--- src/hdl/scgov_pkg.sv ---
// Shared types, constants and frequency tables for the stepwise frequency governor.
// No dependencies; every other file in the project uses this package.
`default_nettype none

package scgov_pkg;

   // Field widths
   localparam int KHZ_W  = 22;
   localparam int LOAD_W = 7;
   localparam int CNT_W  = 4;
   localparam int LVL_W  = 5;   // level index, tables hold at most 32 levels
   localparam int CSR_IDX_W  = 2;
   localparam int CSR_DATA_W = 7;

   // Frequency tables and the number of levels in use per cluster
   localparam int LITTLE_TABLE_SIZE = 12;
   localparam int BIG_TABLE_SIZE    = 18;
   localparam int LITTLE_LEVELS     = 12;
   localparam int BIG_LEVELS        = 18;
   localparam int LITTLE_USED = (LITTLE_LEVELS < LITTLE_TABLE_SIZE) ?
                                LITTLE_LEVELS : LITTLE_TABLE_SIZE;
   localparam int BIG_USED    = (BIG_LEVELS < BIG_TABLE_SIZE) ?
                                BIG_LEVELS : BIG_TABLE_SIZE;

   typedef logic [KHZ_W-1:0]  khz_type;
   typedef logic [LVL_W-1:0]  lvl_type;
   typedef logic [LOAD_W-1:0] load_type;
   typedef logic [CNT_W-1:0]  cnt_type;

   localparam khz_type LITTLE_KHZ [2**LVL_W] = '{
      0: 22'd455000,  1: 22'd598000,  2: 22'd715000,  3: 22'd832000,
      4: 22'd949000,  5: 22'd1053000, 6: 22'd1248000, 7: 22'd1456000,
      8: 22'd1690000, 9: 22'd1794000, 10: 22'd1898000, 11: 22'd2002000,
      default: 22'd0
   };

   localparam khz_type BIG_KHZ [2**LVL_W] = '{
      0: 22'd741000,   1: 22'd858000,   2: 22'd962000,   3: 22'd1066000,
      4: 22'd1170000,  5: 22'd1261000,  6: 22'd1469000,  7: 22'd1703000,
      8: 22'd1807000,  9: 22'd1937000,  10: 22'd2002000, 11: 22'd2158000,
      12: 22'd2314000, 13: 22'd2496000, 14: 22'd2574000, 15: 22'd2652000,
      16: 22'd2704000, 17: 22'd2808000,
      default: 22'd0
   };

   // Register indexes of the configuration port
   typedef enum logic [CSR_IDX_W-1:0] {
      CSR_RAISE_PCT    = 2'd0,
      CSR_DOWN_FACTOR  = 2'd1,
      CSR_BOOST_MODE   = 2'd2
   } csr_idx_type;

   localparam load_type RAISE_PCT_RESET    = 7'd75;
   localparam cnt_type  DOWN_FACTOR_RESET  = 4'd2;
   localparam logic     BOOST_MODE_RESET   = 1'b1;

   // Down threshold = floor(up * 455/598) - 25. 455/598 reduces to 35/46;
   // floor(y/46) for y < 4446 is (y * 1425) >> 16, folded into one constant.
   localparam int DOWN_MARGIN = 25;
   localparam int RATIO_MULT  = 35 * 1425;
   localparam int RATIO_SHIFT = 16;
   localparam int RATIO_PROD_W = LOAD_W + RATIO_SHIFT;

   // Configuration handed from the register block to the datapath
   typedef struct packed {
      load_type raise_pct;
      cnt_type  down_factor;
      logic     boost_mode;
      load_type down_quot;   // down threshold plus DOWN_MARGIN, never negative
   } cfg_type;

   // One request as held in the input register
   typedef struct packed {
      logic     cluster;
      load_type load_percent;
      khz_type  cur_khz;
      khz_type  min_khz;
      khz_type  max_khz;
   } req_type;

   // Decision for one request plus the updated skip counter
   typedef struct packed {
      logic    request_valid;
      khz_type target_khz;
      logic    relation;
      cnt_type skip_next;
   } decision_type;

   function automatic load_type down_quot(input load_type up);
      logic [RATIO_PROD_W-1:0] prod;
      prod = RATIO_PROD_W'(up) * RATIO_PROD_W'(RATIO_MULT);
      return prod[RATIO_PROD_W-1:RATIO_SHIFT];
   endfunction

   function automatic khz_type level_khz(input logic cl, input lvl_type idx);
      return cl ? BIG_KHZ[idx] : LITTLE_KHZ[idx];
   endfunction

endpackage

`default_nettype wire

--- src/hdl/scgov_ifs.sv ---
// Handshake channel interfaces: load sample requests, frequency responses and
// register writes. Depends on scgov_pkg for field types.
`default_nettype none

interface scgov_req_if;
   logic                 valid;
   logic                 ready;
   logic                 cluster;
   scgov_pkg::load_type  load_percent;
   scgov_pkg::khz_type   cur_khz;
   scgov_pkg::khz_type   min_khz;
   scgov_pkg::khz_type   max_khz;

   modport source (output valid, cluster, load_percent, cur_khz, min_khz, max_khz,
                   input ready);
   modport sink   (input valid, cluster, load_percent, cur_khz, min_khz, max_khz,
                   output ready);
endinterface

interface scgov_rsp_if;
   logic                valid;
   logic                ready;
   logic                request_valid;
   scgov_pkg::khz_type  target_khz;
   logic                relation;

   modport source (output valid, request_valid, target_khz, relation, input ready);
   modport sink   (input valid, request_valid, target_khz, relation, output ready);
endinterface

interface scgov_csr_if;
   logic                                 valid;
   logic                                 ready;
   logic [scgov_pkg::CSR_IDX_W-1:0]      index;
   logic [scgov_pkg::CSR_DATA_W-1:0]     data;

   modport source (output valid, index, data, input ready);
   modport sink   (input valid, index, data, output ready);
endinterface

`default_nettype wire

--- src/hdl/scgov_csr.sv ---
// Configuration registers of the governor and the derived down threshold.
// Depends on scgov_pkg and scgov_csr_if.
`default_nettype none

module scgov_csr (
   input  wire logic          clock,
   input  wire logic          reset,
   scgov_csr_if.sink          csr_if,
   output scgov_pkg::cfg_type cfg
);
   import scgov_pkg::*;

   cfg_type cfg_ff;
   cfg_type cfg_in;

   // Writes are always taken
   assign csr_if.ready = 1'b1;

   // Register update; the down threshold is recomputed when the raise threshold changes
   always_comb begin
      cfg_in = cfg_ff;
      if (csr_if.valid) begin
         case (csr_if.index)
            CSR_RAISE_PCT: begin
               cfg_in.raise_pct = csr_if.data[LOAD_W-1:0];
               cfg_in.down_quot = down_quot(csr_if.data[LOAD_W-1:0]);
            end
            CSR_DOWN_FACTOR: cfg_in.down_factor = csr_if.data[CNT_W-1:0];
            CSR_BOOST_MODE:  cfg_in.boost_mode  = csr_if.data[0];
            default: ;
         endcase
      end
   end

   always_ff @(posedge clock) begin
      if (reset) begin
         cfg_ff.raise_pct    <= RAISE_PCT_RESET;
         cfg_ff.down_factor  <= DOWN_FACTOR_RESET;
         cfg_ff.boost_mode   <= BOOST_MODE_RESET;
         cfg_ff.down_quot    <= down_quot(RAISE_PCT_RESET);
      end else begin
         cfg_ff <= cfg_in;
      end
   end

   assign cfg = cfg_ff;

endmodule

`default_nettype wire

--- src/hdl/scgov_decide.sv ---
// Single-pass decision logic: table lookup, up/down step choice and the
// skip counter update for one load sample. Depends on scgov_pkg.
`default_nettype none

module scgov_decide (
   input  wire scgov_pkg::cfg_type      cfg,
   input  wire scgov_pkg::req_type      req,
   input  wire scgov_pkg::cnt_type      skip_cur,
   output scgov_pkg::decision_type      dec
);
   import scgov_pkg::*;

   logic [LVL_W:0]  n_used;
   logic            hit;
   lvl_type         lv;
   khz_type         next_khz;
   khz_type         prev_khz;
   logic [CNT_W:0]  cnt_inc;
   logic [LOAD_W:0] load_margin;

   // Find the current frequency among the levels in use (tables are strictly
   // increasing, so at most one level matches)
   always_comb begin
      n_used = req.cluster ? (LVL_W+1)'(BIG_USED) : (LVL_W+1)'(LITTLE_USED);
      hit = 1'b0;
      lv  = '0;
      for (int i = 0; i < 2**LVL_W; i++) begin
         if ((LVL_W+1)'(i) < n_used &&
             level_khz(req.cluster, LVL_W'(i)) == req.cur_khz) begin
            hit = 1'b1;
            lv  = lv | LVL_W'(i);
         end
      end
   end

   // Neighbor levels; only used where the index is known to be in range
   assign next_khz = level_khz(req.cluster, lv + LVL_W'(1));
   assign prev_khz = level_khz(req.cluster, lv - LVL_W'(1));

   assign cnt_inc     = {1'b0, skip_cur} + (CNT_W+1)'(1);
   assign load_margin = {1'b0, req.load_percent} + (LOAD_W+1)'(DOWN_MARGIN);

   always_comb begin
      dec.request_valid = 1'b0;
      dec.target_khz    = '0;
      dec.relation      = 1'b0;
      dec.skip_next     = skip_cur;

      if (req.load_percent >= cfg.raise_pct) begin
         // High load: clear the counter and go up
         dec.skip_next = '0;
         if (req.cur_khz != req.max_khz) begin
            if (!cfg.boost_mode) begin
               if (hit && ({1'b0, lv} + (LVL_W+1)'(1)) < n_used) begin
                  dec.request_valid = 1'b1;
                  dec.target_khz = (next_khz > req.max_khz) ? req.max_khz : next_khz;
               end
            end else if (!req.cluster && hit && lv == '0) begin
               // little cluster at its lowest level takes one step only
               dec.request_valid = 1'b1;
               dec.target_khz = (next_khz > req.max_khz) ? req.max_khz : next_khz;
            end else begin
               dec.request_valid = 1'b1;
               dec.target_khz    = req.max_khz;
            end
         end
      end else if (req.cur_khz != req.min_khz) begin
         // Low load: count samples, consider a step down every down_factor
         if (cnt_inc < {1'b0, cfg.down_factor}) begin
            dec.skip_next = cnt_inc[CNT_W-1:0];
         end else begin
            dec.skip_next = '0;
            if (load_margin <= {1'b0, cfg.down_quot} && hit && lv != '0) begin
               dec.request_valid = 1'b1;
               dec.relation      = 1'b1;
               dec.target_khz = (prev_khz < req.min_khz) ? req.min_khz : prev_khz;
            end
         end
      end
   end

endmodule

`default_nettype wire

--- src/hdl/stepwise_cpu_frequency_governor.sv ---
// Top level of the stepwise two-cluster frequency governor: input register,
// per-cluster skip counters and response register.
// Depends on scgov_pkg, scgov_ifs, scgov_csr and scgov_decide.
//
//   channel | port   | direction | carries
//   --------+--------+-----------+---------------------------------------------
//   request | req_if | in        | cluster, load_percent, cur/min/max_khz
//   result  | rsp_if | out       | request_valid, target_khz, relation
//   config  | csr_if | in        | register index, write data
//
// One request per cycle sustained while rsp ready is high. A request waits in the
// input register until the response register takes it (one pass of lookup and
// decision logic between them). Skip counters update as requests leave the input
// register, so back-to-back samples of one cluster see each other's counts.
// A stalled response drops req ready only once the input register is full too.
// Synchronous reset clears valid flags and skip counters, sets config defaults.
`default_nettype none

module stepwise_cpu_frequency_governor (
   input  wire logic   clock,
   input  wire logic   reset,
   scgov_req_if.sink   req_if,
   scgov_rsp_if.source rsp_if,
   scgov_csr_if.sink   csr_if
);
   import scgov_pkg::*;

   cfg_type      cfg;
   decision_type dec;

   logic    a_valid_ff;
   req_type a_req_ff;
   logic    advance;

   cnt_type skip_ff [2];

   logic    rsp_valid_ff;
   logic    request_valid_ff;
   khz_type target_khz_ff;
   logic    relation_ff;

   scgov_csr u_csr (
      .clock  (clock),
      .reset  (reset),
      .csr_if (csr_if),
      .cfg    (cfg)
   );

   scgov_decide u_decide (
      .cfg      (cfg),
      .req      (a_req_ff),
      .skip_cur (skip_ff[a_req_ff.cluster]),
      .dec      (dec)
   );

   // Handshake: input stage moves on when the response register is free
   assign advance      = a_valid_ff && (!rsp_valid_ff || rsp_if.ready);
   assign req_if.ready = !a_valid_ff || advance;

   // Input register
   always_ff @(posedge clock) begin
      if (reset) begin
         a_valid_ff <= 1'b0;
      end else if (req_if.ready) begin
         a_valid_ff <= req_if.valid;
      end
   end

   always_ff @(posedge clock) begin
      if (req_if.valid && req_if.ready) begin
         a_req_ff.cluster      <= req_if.cluster;
         a_req_ff.load_percent <= req_if.load_percent;
         a_req_ff.cur_khz      <= req_if.cur_khz;
         a_req_ff.min_khz      <= req_if.min_khz;
         a_req_ff.max_khz      <= req_if.max_khz;
      end
   end

   // Per-cluster down-skip counters
   always_ff @(posedge clock) begin
      if (reset) begin
         skip_ff[0] <= '0;
         skip_ff[1] <= '0;
      end else if (advance) begin
         skip_ff[a_req_ff.cluster] <= dec.skip_next;
      end
   end

   // Response register
   always_ff @(posedge clock) begin
      if (reset) begin
         rsp_valid_ff <= 1'b0;
      end else if (!rsp_valid_ff || rsp_if.ready) begin
         rsp_valid_ff <= a_valid_ff;
      end
   end

   always_ff @(posedge clock) begin
      if (advance) begin
         request_valid_ff <= dec.request_valid;
         target_khz_ff    <= dec.target_khz;
         relation_ff      <= dec.relation;
      end
   end

   assign rsp_if.valid         = rsp_valid_ff;
   assign rsp_if.request_valid = request_valid_ff;
   assign rsp_if.target_khz    = target_khz_ff;
   assign rsp_if.relation      = relation_ff;

endmodule

`default_nettype wire
--- src/flat_wrapper.sv ---
// flat-port wrapper written by rule: the top's interface ports become plain ports
module stepwise_cpu_frequency_governor_flat import scgov_pkg::*;
  (clock, reset, req_if_valid, req_if_cluster, req_if_load_percent, req_if_cur_khz, req_if_min_khz, req_if_max_khz, req_if_ready, rsp_if_valid, rsp_if_request_valid, rsp_if_target_khz, rsp_if_relation, rsp_if_ready, csr_if_valid, csr_if_index, csr_if_data, csr_if_ready);
  scgov_req_if req_if_i ();
  scgov_rsp_if rsp_if_i ();
  scgov_csr_if csr_if_i ();
  input  wire logic clock;
  input  wire logic reset;
  input wire logic [$bits(req_if_i.valid)-1:0] req_if_valid;
  input wire logic [$bits(req_if_i.cluster)-1:0] req_if_cluster;
  input wire logic [$bits(req_if_i.load_percent)-1:0] req_if_load_percent;
  input wire logic [$bits(req_if_i.cur_khz)-1:0] req_if_cur_khz;
  input wire logic [$bits(req_if_i.min_khz)-1:0] req_if_min_khz;
  input wire logic [$bits(req_if_i.max_khz)-1:0] req_if_max_khz;
  output wire logic [$bits(req_if_i.ready)-1:0] req_if_ready;
  output wire logic [$bits(rsp_if_i.valid)-1:0] rsp_if_valid;
  output wire logic [$bits(rsp_if_i.request_valid)-1:0] rsp_if_request_valid;
  output wire logic [$bits(rsp_if_i.target_khz)-1:0] rsp_if_target_khz;
  output wire logic [$bits(rsp_if_i.relation)-1:0] rsp_if_relation;
  input wire logic [$bits(rsp_if_i.ready)-1:0] rsp_if_ready;
  input wire logic [$bits(csr_if_i.valid)-1:0] csr_if_valid;
  input wire logic [$bits(csr_if_i.index)-1:0] csr_if_index;
  input wire logic [$bits(csr_if_i.data)-1:0] csr_if_data;
  output wire logic [$bits(csr_if_i.ready)-1:0] csr_if_ready;
  assign req_if_i.valid = req_if_valid;
  assign req_if_i.cluster = req_if_cluster;
  assign req_if_i.load_percent = req_if_load_percent;
  assign req_if_i.cur_khz = req_if_cur_khz;
  assign req_if_i.min_khz = req_if_min_khz;
  assign req_if_i.max_khz = req_if_max_khz;
  assign req_if_ready = req_if_i.ready;
  assign rsp_if_valid = rsp_if_i.valid;
  assign rsp_if_request_valid = rsp_if_i.request_valid;
  assign rsp_if_target_khz = rsp_if_i.target_khz;
  assign rsp_if_relation = rsp_if_i.relation;
  assign rsp_if_i.ready = rsp_if_ready;
  assign csr_if_i.valid = csr_if_valid;
  assign csr_if_i.index = csr_if_index;
  assign csr_if_i.data = csr_if_data;
  assign csr_if_ready = csr_if_i.ready;
  stepwise_cpu_frequency_governor u_core (.clock(clock), .reset(reset), .req_if(req_if_i), .rsp_if(rsp_if_i), .csr_if(csr_if_i));
endmodule
--- config.mk ---
export PLATFORM = sky130hd
export DESIGN_NAME = stepwise_cpu_frequency_governor_flat
export DESIGN_NICKNAME = d
export VERILOG_FILES = /design/src/hdl/scgov_pkg.sv /design/src/hdl/scgov_ifs.sv /design/src/hdl/scgov_csr.sv /design/src/hdl/scgov_decide.sv /design/src/hdl/stepwise_cpu_frequency_governor.sv /design/src/flat_wrapper.sv
export SDC_FILE = /design/constraint.sdc
export NUM_CORES = 1
export LEC_CHECK = 0
export BUFFER_PORTS_ARGS = -buffer_cell sky130_fd_sc_hd__buf_2
export CAP_MARGIN = 0
export CORE_MARGIN = 2
export CORE_UTILIZATION = 35
export CTS_CLUSTER_SIZE = 25
export DETAILED_ROUTE_END_ITERATION = 8
export PLACE_DENSITY_LB_ADDON = 0.12
export SLEW_MARGIN = 30
export SYNTH_ARGS = -nofsm -noshare
export SYNTH_HDL_FRONTEND = slang
export SYNTH_SLANG_ARGS = --single-unit
--- constraint.sdc ---
create_clock -name clock -period 9.5 [get_ports clock]
set_clock_uncertainty 0.1 [all_clocks]
set_input_delay 1.9 -clock clock [delete_from_list [all_inputs] [get_ports clock]]
set_output_delay 1.9 -clock clock [all_outputs]
set_load 0.05 [all_outputs]
# == Word level (Yosys, flattened, before mapping) ==
# Memories as Yosys holds them, arrays and structs flattened. A register that Yosys moved wholly into a read port is not among the register bits.
# Cells that the tools add are included.
# op_classes
addsub,5
mul,1
magnitude_cmp,40
eq_ne,25
muxes,142
bitwise_logic,2
reduce_logical,54
# ops
operator,count
$mux W22,20
$mux W23,13
$eq A21 B22 Y1,8
$mux W24,7
$eq A22 B22 Y1,7
$lt A5 B6 Y1 const A,16
$mux W5,17
$mux W19,4
$eq A20 B22 Y1,3
$mux W4,15
$mux W28,2
$mux W18,3
$lt A4 B6 Y1 const A,8
$mux W1,47
$ne A22 B22 Y1,2
$mux W21,2
$mux W20,2
$logic_and A1 B1 Y1,39
$mux W7,4
$lt A3 B6 Y1 const A,4
$mul A7 B16 Y23 const B,1
$gt A22 B22 Y1,1
$logic_not A22 Y1,1
$lt A22 B22 Y1,1
other kinds (26),42
# totals
ff_bits,119
ramBits,8
mem_bits_ro,2816
in_bits,88
output_inout_bits,27
wordCells,288
memories,5
# mem_list
memory,words,width,rd,rd_ports_with_merged_regs,write_ports,line_no,source
(name not given),32,22,1,0,0,scgov_pkg.sv:96,return cl ? BIG_KHZ[idx] : LITTLE_KHZ[idx];
(name not given),32,22,1,0,0,scgov_pkg.sv:96,
(name not given),32,22,1,0,0,scgov_pkg.sv:96,
(name not given),32,22,1,0,0,scgov_pkg.sv:96,
u_core.skip_ff,2,4,1,1,2,stepwise_cpu_frequency_governor.sv:35,cnt_type skip_ff [2];

# == Depth between registers and ports, before layout ==
# depth
word_depth,53
depth_mapped,32
mapped_depth_nobuf,25

# == Modules after synthesis ==
# From an unflattened synthesis, not the netlist that was laid out.
# hier_totals
hier_cells,1535
area_unflattened_um2,13399.1
# by_module_without_submodules
mod,instances,cells_each,area_per_inst_um2,seq_area_each_um2
scgov_decide,1,1170,7717.4,0.0
stepwise_cpu_frequency_governor,1,140,3528.4,3243.1
scgov_csr,1,225,2153.3,380.4

# == Worst setup path after synthesis ==
# No wires, ideal clock.
# synth_timing
path_type,register to register
start,register u_core.a_req_ff[73] (netlist name)
end,register u_core.target_khz_ff[11] (netlist: u_core.rsp_if.target_khz[11]) (data pin)
setup_time_ns,0.254
t_arrival_ns,6.441
required_time_ns,9.146
slack_ns,2.705
path_stages_with_launch,30
n_path_buf,7
synth_period_minus_slack_ns,6.795
cell_sequence,edfxtp_1 > buf_2 > buf_6 > buf_6 > or3b_1 > a2111o_1 > or4_1 > and3_1 > nand4_2 > inv_1 > ha_1 > clkbuf_1 > xnor2_1 > clkbuf_1 > nand3_1 > o311ai_0 > o211ai_1 > and2_1 > ha_1 > and4_1 > o21ai_0 > o211ai_1 > a31oi_1 > o21ai_0 > a21o_1 > buf_1 > nor2_1 > buf_2 > a211o_1 > a21o_1
# synth_lines
item,line_no,source
from (decl),stepwise_cpu_frequency_governor.sv:32,req_type a_req_ff;
to (signal assigned),stepwise_cpu_frequency_governor.sv:101,target_khz_ff <= dec.target_khz;
to (decl),stepwise_cpu_frequency_governor.sv:39,khz_type target_khz_ff;

==> impl_metrics.toml <==
[worst_setup_path]
timing.critical_path.from = "u_core.a_req_ff[53]"
critical_path_class = "flip-flop to flip-flop"
data_required_time_of_the_worst_path_ns = 9.71
setup.worst_path.start_class = "flip-flop"
regToRegEndpoint = "u_core.rsp_if.target_khz[12]"
crit_path_max_fanout = 27
timing.rr.start = "u_core.a_req_ff[53]"
critical_path.endpoint_type = "flip-flop"
rrSetupSlack_ns = 1.41
depth_of_the_most_critical_reg_to_reg_path = 25
critPathArrivalTime_ns = 8.29

[logic_synthesis]
synth.area.top_cells = "edfxtp_1 (25%), ha_1 (12%), inv_1 (3.5%)"
synth.yosys.warnings = 0
synth.area.mux_share_pct = 2.49
mappedNetlistNets = 1677
synth-seq-cells = 128
async_flop_share_pct = 0
synth_enable_flop_cells = 106
area_fraction_of_the_dominant_cell_type_after_synthesis_pct = 25.1
yosysTopAreaCell = "edfxtp_1"
synth-seq-area-share_pct = 28.6
yosys.area_share.xor_xnor_pct = 4.84
post_synth_inst_count = 1453
area_fraction_in_compound_gates_after_synthesis_pct = 20.1
yosys.area_share.adder_pct = 14.2
synth.distinct_cells = 98
syn_area_um2 = 12700
synthSimpleGateAreaFrac_pct = 23.0
synth_top_family_by_area = "simple AND/OR/NAND/NOR gates"
avgSynthCellArea_um2 = 8.72
ys.flop_type = "edfxtp_1"

[global_routing]
grt_max_degree = 58
global_route_wire_length_before_repair_um = 74200
overflow = 0
number_of_global_route_vias_before_repair = 11500
antenna_violations_before_repair = 0
groute.usage.overall_pct = 26.0

[timing]
holdWs_ns = 0.354
timing.final.crit_period_ns = 8.09
fin_tns_setup_ns = 0
max_freq_mhz = 124
timing.slew.headroom_pct = 36.0
count_of_final_setup_violators = 0
finalMaxSlewViolations = 0
worst_pin_slew_ns = 0.951
hold_viol_final = 0
finalCritPeriodShare_pct = 85.1
setup_repair_after_global_routing_missed_its_margin = "no"

[routing]
number_of_vias_in_the_routed_layout = 12100
drt.antenna.violating_nets = 0
drt_wl_total_um = 49600
initialDrtViolationCount = 1268
drt_pass1_iterations = 6
post-route-drc-count = 0
viasPerCell = 6.05
post_drt_wl_per_cell_um = 24.8

[pwr]
design_power_total_w = 0.00174
vdd_drop_max_v = 0.000194
power.density_nw_per_um2 = 122
static-leakage-power_nw = 6.03

[cells_and_area]
finish.utilization_pct = 40.1
signed_area_change_from_the_synthesized_netlist_to_the_final_layout_pct = 12.4
postLayoutCellArea_um2 = 14200
finish.net_count = 1748
post_route_cells_drive_above_1_share_pct = 14.4
antennaDiodeCount = 0

[clocking]
worst_setup_hold_path_clk_slew_ns = 0.06
tritoncts_num_sinks = 128
tritoncts_clock_tree = "yes"
cts_root_buffer = "clkbuf_16"
postCtsResizedCells = 0
postCtsSetupRepairBufs = 0
cts_inserted_buffers = 17
cts_max_level = 4
number_of_buffers_on_the_longest_clock_path = 2
skew_pair_late_insertion_delay_ns = 0.44
number_of_buffers_inserted_for_hold_repair_after_clock_tree_synthesis = 0

[floorplan]
chipWidth_um = 194
floorplan.io_pins = 115
die-area_um2 = 37700
rows = 69
floorplan.die.height_um = 194
core_area_um2 = 35600
start_util_pct = 35.6

[placement]
hpwl_dp_um = 39300
gp_congestion = 0.971
placed_cell_area_um2 = 13700
port_buffers = 113

[worst_hold_path]
timing.hold.worst.class = "flip-flop to flip-flop"
worst_hold_path.endpoint = "u_core.u_csr.cfg[6]"
timing.hold.worst_path_depth = 2
timing.hold.worst.start = "u_core.u_csr.cfg[6]"

[run_status]
run_status = "completed"

[flow_run]
maxCapViolCount = 0
[cell usage after synthesis, types with 6 or more instances]
| cell type | instances |
|---|---|
| ha_1 | 123 |
| inv_1 | 118 |
| edfxtp_1 | 106 |
| a21oi_1 | 88 |
| nand2_1 | 88 |
| nor2_1 | 76 |
| o21ai_0 | 61 |
| clkbuf_1 | 51 |
| nor3_1 | 45 |
| nand3_1 | 41 |
| xor2_1 | 37 |
| nand4_1 | 35 |
| nor4_1 | 35 |
| xnor2_1 | 33 |
| o211ai_1 | 29 |
| a21o_1 | 28 |
| mux2i_1 | 27 |
| buf_2 | 24 |
| dfxtp_1 | 22 |
| and3_1 | 21 |
| a31oi_1 | 20 |
| or3_1 | 19 |
| o22ai_1 | 17 |
| nand2b_1 | 14 |
| nor2b_1 | 14 |
| fa_1 | 13 |
| and4_1 | 12 |
| or4_1 | 12 |
| o21a_1 | 11 |
| a211oi_1 | 10 |
| nand3b_1 | 9 |
| nor4b_1 | 9 |
| and2_1 | 8 |
| buf_1 | 8 |
| nand4b_1 | 8 |
| o31ai_1 | 8 |
| a22oi_1 | 7 |
| and4b_1 | 7 |
| nor3b_1 | 7 |
| o21ai_1 | 7 |
| or2_2 | 7 |
| a21boi_0 | 6 |
| a22o_1 | 6 |
[worst max-delay path, cell delays in order, from the launching register on]
cell and delay, ns:
edfxtp_1 0.73, nor4b_1 0.73, or4b_4 0.56, a2111oi_4 0.57
nor4_1 0.24, nand3_1 0.41, inv_1 0.16, ha_1 0.36
xnor2_2 0.19, buf_4 0.23, or3_1 0.38, o21ai_0 0.09
a2bb2oi_1 0.11, nor2_1 0.18, ha_1 0.25, nor4b_1 0.15
o211ai_1 0.17, a21oi_1 0.08, a2111oi_0 0.29, o211ai_1 0.16
a31oi_1 0.19, o21ai_0 0.12, a21o_1 0.37, nor2_1 0.73
a221o_1 0.28, a21o_1 0.08
[worst max path at each step]
| stage | endpoint | cells past startpoint | slack (ns) |
|---|---|---|---|
| floorplan | u_core.rsp_if.target_khz[11] | 29 | 2.71 |
| global placement | u_core.rsp_if.target_khz[12] | 24 | 1.43 |
| detailed placement | u_core.rsp_if.target_khz[12] | 25 | 1.53 |
| CTS | u_core.rsp_if.target_khz[12] | 25 | 1.46 |
| global route | u_core.rsp_if.target_khz[12] | 26 | 0.92 |
| finish | u_core.rsp_if.target_khz[12] | 25 | 1.41 |
[kinds of logic after synthesis]
group                    after synthesis
AO/OA/AOI/OAI                        375
adder cells (fa/ha/maj)              136
multiplexers                          31
AND/OR/NAND/NOR                      502
XOR/XNOR                              70
flip-flops                           128
other                                  1
buffers and inverters                210
[registers in the layout (all words and copies together) (netlist names), named ones only]
signal / cells
u_core.skip_ff: 8
u_core.a_valid_ff: 1
u_core.rsp_if.valid: 1
u_core.a_req_ff: 74
u_core.rsp_if.request_valid: 1
u_core.rsp_if.relation: 1
u_core.rsp_if.target_khz: 22
u_core.u_csr.cfg: 19
[power by group]
part	switching (W)	leakage (nW)	internal (W)
Sequential	0.0000571	1.22	0.000646
Combinational	0.000227	4.53	0.000153
Clock	0.000271	0.286	0.000390
[placed cells by master, fill, tap and decap left out, types with 17 or more instances in the layout]
cell type,n
ha_1,123
inv_1,117
buf_2,113
edfxtp_1,106
a21oi_1,88
nand2_1,88
nor2_1,76
o21ai_0,61
nor3_1,45
nand3_1,41
xor2_1,37
nand4_1,35
nor4_1,34
xnor2_1,32
o211ai_1,29
buf_4,29
a21o_1,28
mux2i_1,27
dfxtp_1,22
and3_1,21
a31oi_1,20
or3_1,19
o22ai_1,17
clkbuf_16,17
[metrics by stage]
stage	setup slack [ns]	cells
6_report	1.41	1998
5_1_grt	0.925	1998
2_1_floorplan	2.71	1453
3_3_place_gp	1.43	1964
4_1_cts	1.46	1998
3_5_place_dp	1.53	1966
[cell type report]
type | instances | area, um^2
Fill cell | 3643 | 21300
Multi-Input combinational cell | 1115 | 8210
Sequential cell | 128 | 3620
Timing Repair Buffer | 144 | 810
Tap cell | 461 | 577
Inverter | 118 | 443
Clock buffer | 18 | 429
Clock inverter | 14 | 156
[layer usage]
metal  vias up  share of wire [%]  global-route usage [%]
met5         -                  0                       0
met4         0                4.7                    12.5
met3       104                6.9                    3.86
met2       578                 43                    39.3
met1      5783                 45                    36.2
li1       5625                  -                       -
(Power assumes the default switching activity.)
